`config.mk`:
```
export PLATFORM = sky130hd
export DESIGN_NAME = positional_pid_with_integral_clamp
export DESIGN_NICKNAME = d
export VERILOG_FILES = /design/src/sv/ppid_pkg.sv /design/src/sv/ppid_err.sv /design/src/sv/ppid_mul.sv /design/src/sv/ppid_out.sv /design/src/sv/positional_pid_with_integral_clamp.sv
export SDC_FILE = /design/constraint.sdc
export NUM_CORES = 2
export LEC_CHECK = 0
export BUFFER_PORTS_ARGS = -buffer_cell sky130_fd_sc_hd__buf_2
export CELL_PAD_IN_SITES_DETAIL_PLACEMENT = 1
export CELL_PAD_IN_SITES_GLOBAL_PLACEMENT = 2
export CORE_AREA = 4 4 357 359
export CTS_BUF_LIST = sky130_fd_sc_hd__clkbuf_2
export CTS_CLUSTER_DIAMETER = 50
export DETAILED_ROUTE_END_ITERATION = 8
export DIE_AREA = 0 0 361 363
export HOLD_SLACK_MARGIN = 0.05
export PLACE_DENSITY = 0.81
export SLEW_MARGIN = 40
export SYNTH_ARGS = -nofsm -noshare
export SYNTH_HDL_FRONTEND = slang
export SYNTH_SLANG_ARGS = --single-unit
```
`constraint.sdc`:
```
create_clock -name clk -period 8.73 [get_ports clk]
set_input_delay 0.4365 -clock clk [delete_from_list [all_inputs] [get_ports clk]]
set_output_delay 0.4365 -clock clk [all_outputs]
set_load 0.005 [all_outputs]
```
`src/sv/ppid_pkg.sv`:
```
// Shared widths, payload types and register indexes for the positional PID controller.
`timescale 1ns / 1ps

package ppid_pkg;

  localparam int IN_W   = 16;             // setpoint and measurement width
  localparam int GAIN_W = 16;             // Q8.8 gain width
  localparam int ERR_W  = IN_W + 1;       // error of two 16-bit values
  localparam int SUM_W  = ERR_W + 1;      // clamped integral plus one error
  localparam int DER_W  = ERR_W + 1;      // difference of two errors
  localparam int PP_W   = GAIN_W + ERR_W; // proportional product
  localparam int PI_W   = GAIN_W + SUM_W; // integral product
  localparam int PD_W   = GAIN_W + DER_W; // derivative product
  localparam int ACC_W  = PI_W + 2;       // sum of three products
  localparam int FRAC_W = 8;              // Q8.8 fraction bits
  localparam int OUT_W  = 32;             // drive value width
  localparam int IDX_W  = 2;              // configuration index width

  localparam logic [GAIN_W-1:0] RESET_LIMIT = GAIN_W'(4000);

  // Configuration register indexes
  localparam logic [IDX_W-1:0] REG_GAIN_P = 2'd0;
  localparam logic [IDX_W-1:0] REG_GAIN_I = 2'd1;
  localparam logic [IDX_W-1:0] REG_GAIN_D = 2'd2;
  localparam logic [IDX_W-1:0] REG_LIMIT  = 2'd3;

  typedef logic signed [IN_W-1:0]   in_t;
  typedef logic signed [GAIN_W-1:0] gain_t;
  typedef logic signed [ERR_W-1:0]  err_t;
  typedef logic signed [SUM_W-1:0]  sum_t;
  typedef logic signed [DER_W-1:0]  der_t;
  typedef logic signed [PP_W-1:0]   prod_p_t;
  typedef logic signed [PI_W-1:0]   prod_i_t;
  typedef logic signed [PD_W-1:0]   prod_d_t;
  typedef logic signed [ACC_W-1:0]  acc_t;
  typedef logic signed [OUT_W-1:0]  drive_t;

  // Gains as seen by the multiplier stage
  typedef struct packed {
    gain_t gain_p;
    gain_t gain_i;
    gain_t gain_d;
  } gains_t;

  // Error stage result
  typedef struct packed {
    err_t err;
    sum_t sum;
    der_t derr;
  } err_stage_t;

  // Multiplier stage result
  typedef struct packed {
    prod_p_t prod_p;
    prod_i_t prod_i;
    prod_d_t prod_d;
  } prod_stage_t;

endpackage

```
`src/sv/ppid_err.sv`:
```
// Error stage: forms the error, clamps and updates the integral, shifts the error history.
`timescale 1ns / 1ps

module ppid_err (
  input  logic                          clk,
  input  logic                          rst_n,
  input  logic                          in_valid,
  output logic                          in_ready,
  input  ppid_pkg::in_t                 target_value,
  input  ppid_pkg::in_t                 measured_value,
  input  logic [ppid_pkg::GAIN_W-1:0]   integral_limit,
  output logic                          out_valid,
  input  logic                          out_ready,
  output ppid_pkg::err_stage_t          out_data
);

  logic                  valid_r;
  ppid_pkg::err_stage_t  data_r;
  ppid_pkg::sum_t        error_sum_r;
  ppid_pkg::err_t        last_err_r;
  ppid_pkg::err_t        prior_err_r;

  logic                  advance;
  ppid_pkg::err_t        err;
  ppid_pkg::sum_t        lim_pos;
  ppid_pkg::sum_t        lim_neg;
  ppid_pkg::sum_t        sum_clamped;
  ppid_pkg::sum_t        sum_nxt;
  ppid_pkg::der_t        derr;

  assign in_ready = !valid_r || out_ready;
  assign advance  = in_valid && in_ready;

  // Error of sign-extended operands
  assign err = $signed({target_value[ppid_pkg::IN_W-1], target_value})
             - $signed({measured_value[ppid_pkg::IN_W-1], measured_value});

  // Clamp the kept sum before adding the new error
  assign lim_pos = $signed({2'b00, integral_limit});
  assign lim_neg = -lim_pos;

  always_comb begin
    if (error_sum_r > lim_pos) begin
      sum_clamped = lim_pos;
    end else if (error_sum_r < lim_neg) begin
      sum_clamped = lim_neg;
    end else begin
      sum_clamped = error_sum_r;
    end
  end

  assign sum_nxt = sum_clamped + $signed({err[ppid_pkg::ERR_W-1], err});

  // Derivative from the two previous errors
  assign derr = $signed({last_err_r[ppid_pkg::ERR_W-1], last_err_r})
              - $signed({prior_err_r[ppid_pkg::ERR_W-1], prior_err_r});

  // Controller state and stage valid
  always_ff @(posedge clk) begin
    if (!rst_n) begin
      valid_r     <= 1'b0;
      error_sum_r <= '0;
      last_err_r  <= '0;
      prior_err_r <= '0;
    end else begin
      if (in_ready) begin
        valid_r <= in_valid;
      end
      if (advance) begin
        error_sum_r <= sum_nxt;
        last_err_r  <= err;
        prior_err_r <= last_err_r;
      end
    end
  end

  // Stage payload
  always_ff @(posedge clk) begin
    if (advance) begin
      data_r.err  <= err;
      data_r.sum  <= sum_nxt;
      data_r.derr <= derr;
    end
  end

  assign out_valid = valid_r;
  assign out_data  = data_r;

endmodule

```
`src/sv/ppid_mul.sv`:
```
// Multiplier stage: the three gain products, each registered.
`timescale 1ns / 1ps

module ppid_mul (
  input  logic                   clk,
  input  logic                   rst_n,
  input  logic                   in_valid,
  output logic                   in_ready,
  input  ppid_pkg::err_stage_t   in_data,
  input  ppid_pkg::gains_t       gains,
  output logic                   out_valid,
  input  logic                   out_ready,
  output ppid_pkg::prod_stage_t  out_data
);

  logic                   valid_r;
  ppid_pkg::prod_stage_t  data_r;
  logic                   advance;
  ppid_pkg::prod_p_t      prod_p;
  ppid_pkg::prod_i_t      prod_i;
  ppid_pkg::prod_d_t      prod_d;

  assign in_ready = !valid_r || out_ready;
  assign advance  = in_valid && in_ready;

  // Signed products at their full widths
  assign prod_p = in_data.err  * gains.gain_p;
  assign prod_i = in_data.sum  * gains.gain_i;
  assign prod_d = in_data.derr * gains.gain_d;

  // Stage valid
  always_ff @(posedge clk) begin
    if (!rst_n) begin
      valid_r <= 1'b0;
    end else if (in_ready) begin
      valid_r <= in_valid;
    end
  end

  // Stage payload
  always_ff @(posedge clk) begin
    if (advance) begin
      data_r.prod_p <= prod_p;
      data_r.prod_i <= prod_i;
      data_r.prod_d <= prod_d;
    end
  end

  assign out_valid = valid_r;
  assign out_data  = data_r;

endmodule

```
`src/sv/ppid_out.sv`:
```
// Output stage: adds the products, drops the fraction bits, holds the result.
`timescale 1ns / 1ps

module ppid_out (
  input  logic                   clk,
  input  logic                   rst_n,
  input  logic                   in_valid,
  output logic                   in_ready,
  input  ppid_pkg::prod_stage_t  in_data,
  output logic                   out_valid,
  input  logic                   out_ready,
  output ppid_pkg::drive_t       out_data
);

  localparam int KEEP_W = ppid_pkg::ACC_W - ppid_pkg::FRAC_W;

  logic              valid_r;
  ppid_pkg::drive_t  drive_r;
  logic              advance;
  ppid_pkg::acc_t    acc;
  ppid_pkg::drive_t  drive_nxt;

  assign in_ready = !valid_r || out_ready;
  assign advance  = in_valid && in_ready;

  // Sum of sign-extended products
  assign acc = ppid_pkg::acc_t'(in_data.prod_p)
             + ppid_pkg::acc_t'(in_data.prod_i)
             + ppid_pkg::acc_t'(in_data.prod_d);

  // Floor shift: drop the Q8.8 fraction, sign-extend to the output
  assign drive_nxt = {{(ppid_pkg::OUT_W - KEEP_W){acc[ppid_pkg::ACC_W-1]}},
                      acc[ppid_pkg::ACC_W-1:ppid_pkg::FRAC_W]};

  // Result valid
  always_ff @(posedge clk) begin
    if (!rst_n) begin
      valid_r <= 1'b0;
    end else if (in_ready) begin
      valid_r <= in_valid;
    end
  end

  // Result payload
  always_ff @(posedge clk) begin
    if (advance) begin
      drive_r <= drive_nxt;
    end
  end

  assign out_valid = valid_r;
  assign out_data  = drive_r;

endmodule

```
`src/sv/positional_pid_with_integral_clamp.sv`:
```
// Top level of the positional PID controller with integral clamp.
//
//   channel  direction  tdata (low bit up)                       tuser/tlast
//   in_      slave      target_value[15:0], measured_value[31:16] none
//   out_     master     drive_value[31:0]                         none
//   cfg_     write      index 0 gain_p, 1 gain_i, 2 gain_d, 3 integral_limit
//
// One item is taken every cycle unless the pipeline stalls. The input
// register loads at the transfer edge, then the error, multiplier and
// output stages each register the item in turn. The rate is set by the
// error stage, where the clamp and add of the integral close a loop
// through the integral register. Each stage stalls only when the stage
// after it is full and not draining, so items are still accepted while a
// result waits, until the stages fill.
// Synchronous reset clears the pipeline, the integral and error history, sets
// the gains to zero and the integral limit to 4000.
`timescale 1ns / 1ps

module positional_pid_with_integral_clamp (
  input  logic                          clk,
  input  logic                          rst_n,
  input  logic                          in_tvalid,
  output logic                          in_tready,
  input  logic [31:0]                   in_tdata,   // target_value[15:0], measured_value[31:16]
  output logic                          out_tvalid,
  input  logic                          out_tready,
  output logic [31:0]                   out_tdata,  // drive_value[31:0]
  input  logic                          cfg_we,
  input  logic [ppid_pkg::IDX_W-1:0]    cfg_addr,
  input  logic [ppid_pkg::GAIN_W-1:0]   cfg_wdata
);

  ppid_pkg::gains_t             gains_r;
  logic [ppid_pkg::GAIN_W-1:0]  limit_r;

  logic                         in_valid_r;
  ppid_pkg::in_t                target_r;
  ppid_pkg::in_t                measured_r;
  logic                         in_advance;

  logic                         err_ready;
  logic                         err_valid;
  ppid_pkg::err_stage_t         err_data;
  logic                         mul_ready;
  logic                         mul_valid;
  ppid_pkg::prod_stage_t        mul_data;
  logic                         out_ready_int;
  ppid_pkg::drive_t             drive;

  // Configuration registers
  always_ff @(posedge clk) begin
    if (!rst_n) begin
      gains_r <= '0;
      limit_r <= ppid_pkg::RESET_LIMIT;
    end else if (cfg_we) begin
      case (cfg_addr)
        ppid_pkg::REG_GAIN_P: gains_r.gain_p <= $signed(cfg_wdata);
        ppid_pkg::REG_GAIN_I: gains_r.gain_i <= $signed(cfg_wdata);
        ppid_pkg::REG_GAIN_D: gains_r.gain_d <= $signed(cfg_wdata);
        ppid_pkg::REG_LIMIT:  limit_r        <= cfg_wdata;
        default: ;
      endcase
    end
  end

  // Input register
  assign in_tready  = !in_valid_r || err_ready;
  assign in_advance = in_tvalid && in_tready;

  always_ff @(posedge clk) begin
    if (!rst_n) begin
      in_valid_r <= 1'b0;
    end else if (in_tready) begin
      in_valid_r <= in_tvalid;
    end
  end

  always_ff @(posedge clk) begin
    if (in_advance) begin
      target_r   <= $signed(in_tdata[ppid_pkg::IN_W-1:0]);
      measured_r <= $signed(in_tdata[2*ppid_pkg::IN_W-1:ppid_pkg::IN_W]);
    end
  end

  ppid_err u_err (
    .clk            (clk),
    .rst_n          (rst_n),
    .in_valid       (in_valid_r),
    .in_ready       (err_ready),
    .target_value   (target_r),
    .measured_value (measured_r),
    .integral_limit (limit_r),
    .out_valid      (err_valid),
    .out_ready      (mul_ready),
    .out_data       (err_data)
  );

  ppid_mul u_mul (
    .clk       (clk),
    .rst_n     (rst_n),
    .in_valid  (err_valid),
    .in_ready  (mul_ready),
    .in_data   (err_data),
    .gains     (gains_r),
    .out_valid (mul_valid),
    .out_ready (out_ready_int),
    .out_data  (mul_data)
  );

  ppid_out u_out (
    .clk       (clk),
    .rst_n     (rst_n),
    .in_valid  (mul_valid),
    .in_ready  (out_ready_int),
    .in_data   (mul_data),
    .out_valid (out_tvalid),
    .out_ready (out_tready),
    .out_data  (drive)
  );

  assign out_tdata = drive;

endmodule

```
==> metrics.txt <==
Required @ worst endpoint a little under 10 ns; crit path buf inv count 4; Pleak around 25 nW; most frequently used flop master after synthesis edfxtp_1; status finished clean; TritonCTS clock tree built; Port Buffers between 80 and 90; Post-DP HPWL around 110 mm; Setup Fix Bufs, Post-CTS 0; setup TNS 0 ns; clk root buf clkbuf_2; Mean Syn Cell Area 9.55 um^2; NetSw roughly 4.1 mW; Cells after DPL roughly 6,600; die area around 130,000 um^2; RSZ-0062 raised after global routing no; crit path capture type register; layout cell share with drive strength beyond 1 around 6.3%; synthesized flop and latch total 334; starting density of the core between 30% and 40%; Placer Congestion 0.865; Vias/cell 5.07; Comb pwr share between 50% and 60%; die width 361 um; number of global-route vias before repair 39,100; clock latency on the worst-skew pair 1.46 ns; PD cells 159 nW/um^2; area grow syn2layout 9.30%; drt wl/cell about 21 um; most common cell after layout, fill and taps aside inv_1; Synth warnings 0; critical path, cell by cell and2_1, fa_1, inv_1, fa_1, fa_1, inv_1, fa_1, fa_1, inv_1, fa_1, inv_1, ha_1, a21o_1, a21o_1, a2111oi_0, o21bai_1, nor3b_2, a211oi_1, a31oi_1, o211ai_1, xnor2_1; Clk pwr share 15.9%; Gate Count Post-Synth just over 5,000; Critical Path Fanout Max 16; largest net degree at the start of global routing 83; core footprint between 100,000 and 150,000 um^2; CTS Sinks between 300 and 400; Die Ht roughly 360 um; synth unique cells between 80 and 90; GR Overflow Total 0; All-Layer GR Usage between 20% and 30%; total wire length 146 mm; max_slew headroom between 30% and 40%; FP Rows ~130; sw frac 49.3%; WS Path Type register to register; Post-synth EDFFs approximately 210; max-cap violations 0; worst r2r path cells 21; DR vias 35,300; Syn Nets about 6,400; Synth Cell Area between 40,000 and 50,000 um^2; first-pass GRT wire length 229 mm; Crit path max-delay family adder cells; P_int about 4.2 mW; Worst path most repeated cell fa_1; HP Class input port to register; Setup Skew around 0.31 ns; Filler cells approximately 14,000; crit path time final about 7.3 ns; drt drc 0; clk slew on worst S/H paths 0.10 ns; post-layout net count about 6,600; Slew Limit Fails 0; 1st-pass router iterations 7; CP startpoint kind register; 1st-iter DRT viols between 1,500 and 2,000; Reg power frac between 30 and 40%; post-synthesis sequential area ratio around 18%; FFs w/ async S/R, synth 0%; most frequent cells in the layout 1,027 x inv_1, 892 x fa_1, 699 x nand2_1; final setup vio count 0; Hold Path Depth 5; Clock Path Buffers 3; CTS Buf Count approximately 100; cell count along the critical path 21; Finished Layout Cells just under 7,000; worst vdd ir 0.155 mV; Final Cycle Share 83.4%; num ports between 80 and 90; Slowest cell on crit path edfxtp_1; Worst-Margin Slew 0.925 ns; antenna-violating nets left 0; fmax between 100 and 150 MHz; initial antenna violation count 13; Final Hold Fails 0; Critical Path AT ~8.4 ns; critical path's largest stage delay 0.68 ns; CTS H-tree lvls 3
kinds of logic (layout without fill, tap and decap cells):
logic type	count (synthesis)	after routing	synth area share, %
adders and majority gates	1266	1266	46.8
buffers and inverters	1211	1478	9.49
xor gates and xnor gates	176	176	3.20
muxes	10	10	0.208
AOI/OAI and AO/OA	538	538	6.87
DFF	334	334	18.3
and+or+nand+nor	1512	1512	15.1
other	0	8	0
power by group through the flow:
stage / Sequential (mW) / Clock [mW] / Combinational [mW]
floorplan: 2.19 / 0 / 3.13
global placement: 2.57 / 0 / 4.31
detailed placement: 2.58 / 0 / 4.42
CTS: 2.54 / 1.39 / 4.50
global route: 2.57 / 1.47 / 5.03
finish: 2.54 / 1.33 / 4.50
synthesized netlist by cell type, types with 10 or more instances:
| library cell | number | area, um^2 |
|---|---|---|
| xnor2_1 | 139 | 1220 |
| inv_1 | 1029 | 3860 |
| nor3_1 | 45 | 225 |
| o21bai_1 | 24 | 180 |
| dfxtp_1 | 120 | 2400 |
| nor2_1 | 173 | 649 |
| or3_1 | 16 | 100 |
| clkbuf_1 | 170 | 638 |
| a21oi_1 | 234 | 1170 |
| mux2i_1 | 10 | 100 |
| nor2b_1 | 31 | 194 |
| nand2_1 | 699 | 2620 |
| nand3_1 | 39 | 195 |
| ha_1 | 374 | 4680 |
| a211oi_1 | 28 | 210 |
| xor2_1 | 37 | 324 |
| fa_1 | 892 | 17900 |
| a21o_1 | 35 | 263 |
| edfxtp_1 | 214 | 6430 |
| and2_1 | 404 | 2530 |
| o21ai_0 | 79 | 395 |
| a31oi_1 | 16 | 100 |
| o211ai_1 | 17 | 128 |
| o21a_1 | 29 | 218 |
| and3_1 | 15 | 93.8 |
| nand2b_1 | 33 | 206 |
| nand4_1 | 15 | 93.8 |
tightest hold or removal path: cells and delay by family:
kind / cells / cell delay, ns
AOI/OAI and AO/OA: 1 / 0.06
and+or+nand+nor: 1 / 0.11
buffers and inverters: 3 / 0.92
cell type report:
class	instances	area, um^2	share of cell area [%]
diodes	8	20.0	0.0380
clock buffers	151	756	1.43
clock inverters	35	181	0.344
inverters	1030	3870	7.35
multi-input cells	3502	34800	66.1
flip-flops and latches	334	8840	16.8
well taps	1637	2050	3.89
repair buffers	262	2130	4.04
routing by layer:
metal | global-route usage (%) | wire [um] | up-vias
li1 | - | - | 16000
met1 | 29.3 | 62300 | 18200
met2 | 37.9 | 69900 | 787
met3 | 4.05 | 7530 | 264
met4 | 9.65 | 6430 | 10
met5 | 0 | 72 | -
registers in the layout, summed over array words and instances (netlist names), 16 cells and up:
| name | flops |
|---|---|
| target_r | 16 |
| u_err.last_err_r | 17 |
| limit_r | 16 |
| u_err.out_data | 53 |
| measured_r | 16 |
| u_out.out_data | 28 |
| u_mul.out_data | 101 |
| gains_r | 48 |
| u_err.prior_err_r | 17 |
| u_err.error_sum_r | 18 |
worst paths after layout:
path / startpoint / end / slack, ns
max: u_err.out_data[51]$_DFFE_PP_ / u_mul.out_data[100]$_DFFE_PP_ / 1.45
min: cfg_wdata[8] / gains_r[24]$_SDFFE_PN0P_ / 0.13
max reg2reg: u_err.out_data[51]$_DFFE_PP_ / u_mul.out_data[100]$_DFFE_PP_ / 1.45
min reg2reg: u_err.prior_err_r[6]$_SDFFE_PN0P_ / u_err.prior_err_r[6]$_SDFFE_PN0P_ / 0.46
metrics by stage:
step                      utilization, %  hold WS [ns]  setup slack, ns  total power, mW  cell area (um^2)
final                               42.5         0.128             1.45             8.36             52700
after global routing                42.5        0.0641             1.04             9.07             52700
after CTS                           42.5        0.0517             1.45             8.43             52600
after detailed placement            40.6         0.447             1.41             7.00             50200
after global placement              40.6         0.443             1.56             6.87             50200
after floorplan                        -         0.436            0.185             5.32             48200
what timing repair did:
| action | 4_1_cts | 5_1_grt |
|---|---|---|
| hold buffers | 144 | 0 |
| hold endpoints to repair | 206 | 0 |
| resized for setup | 0 | 0 |
No activity file was read; power rests on OpenSTA's default activity.
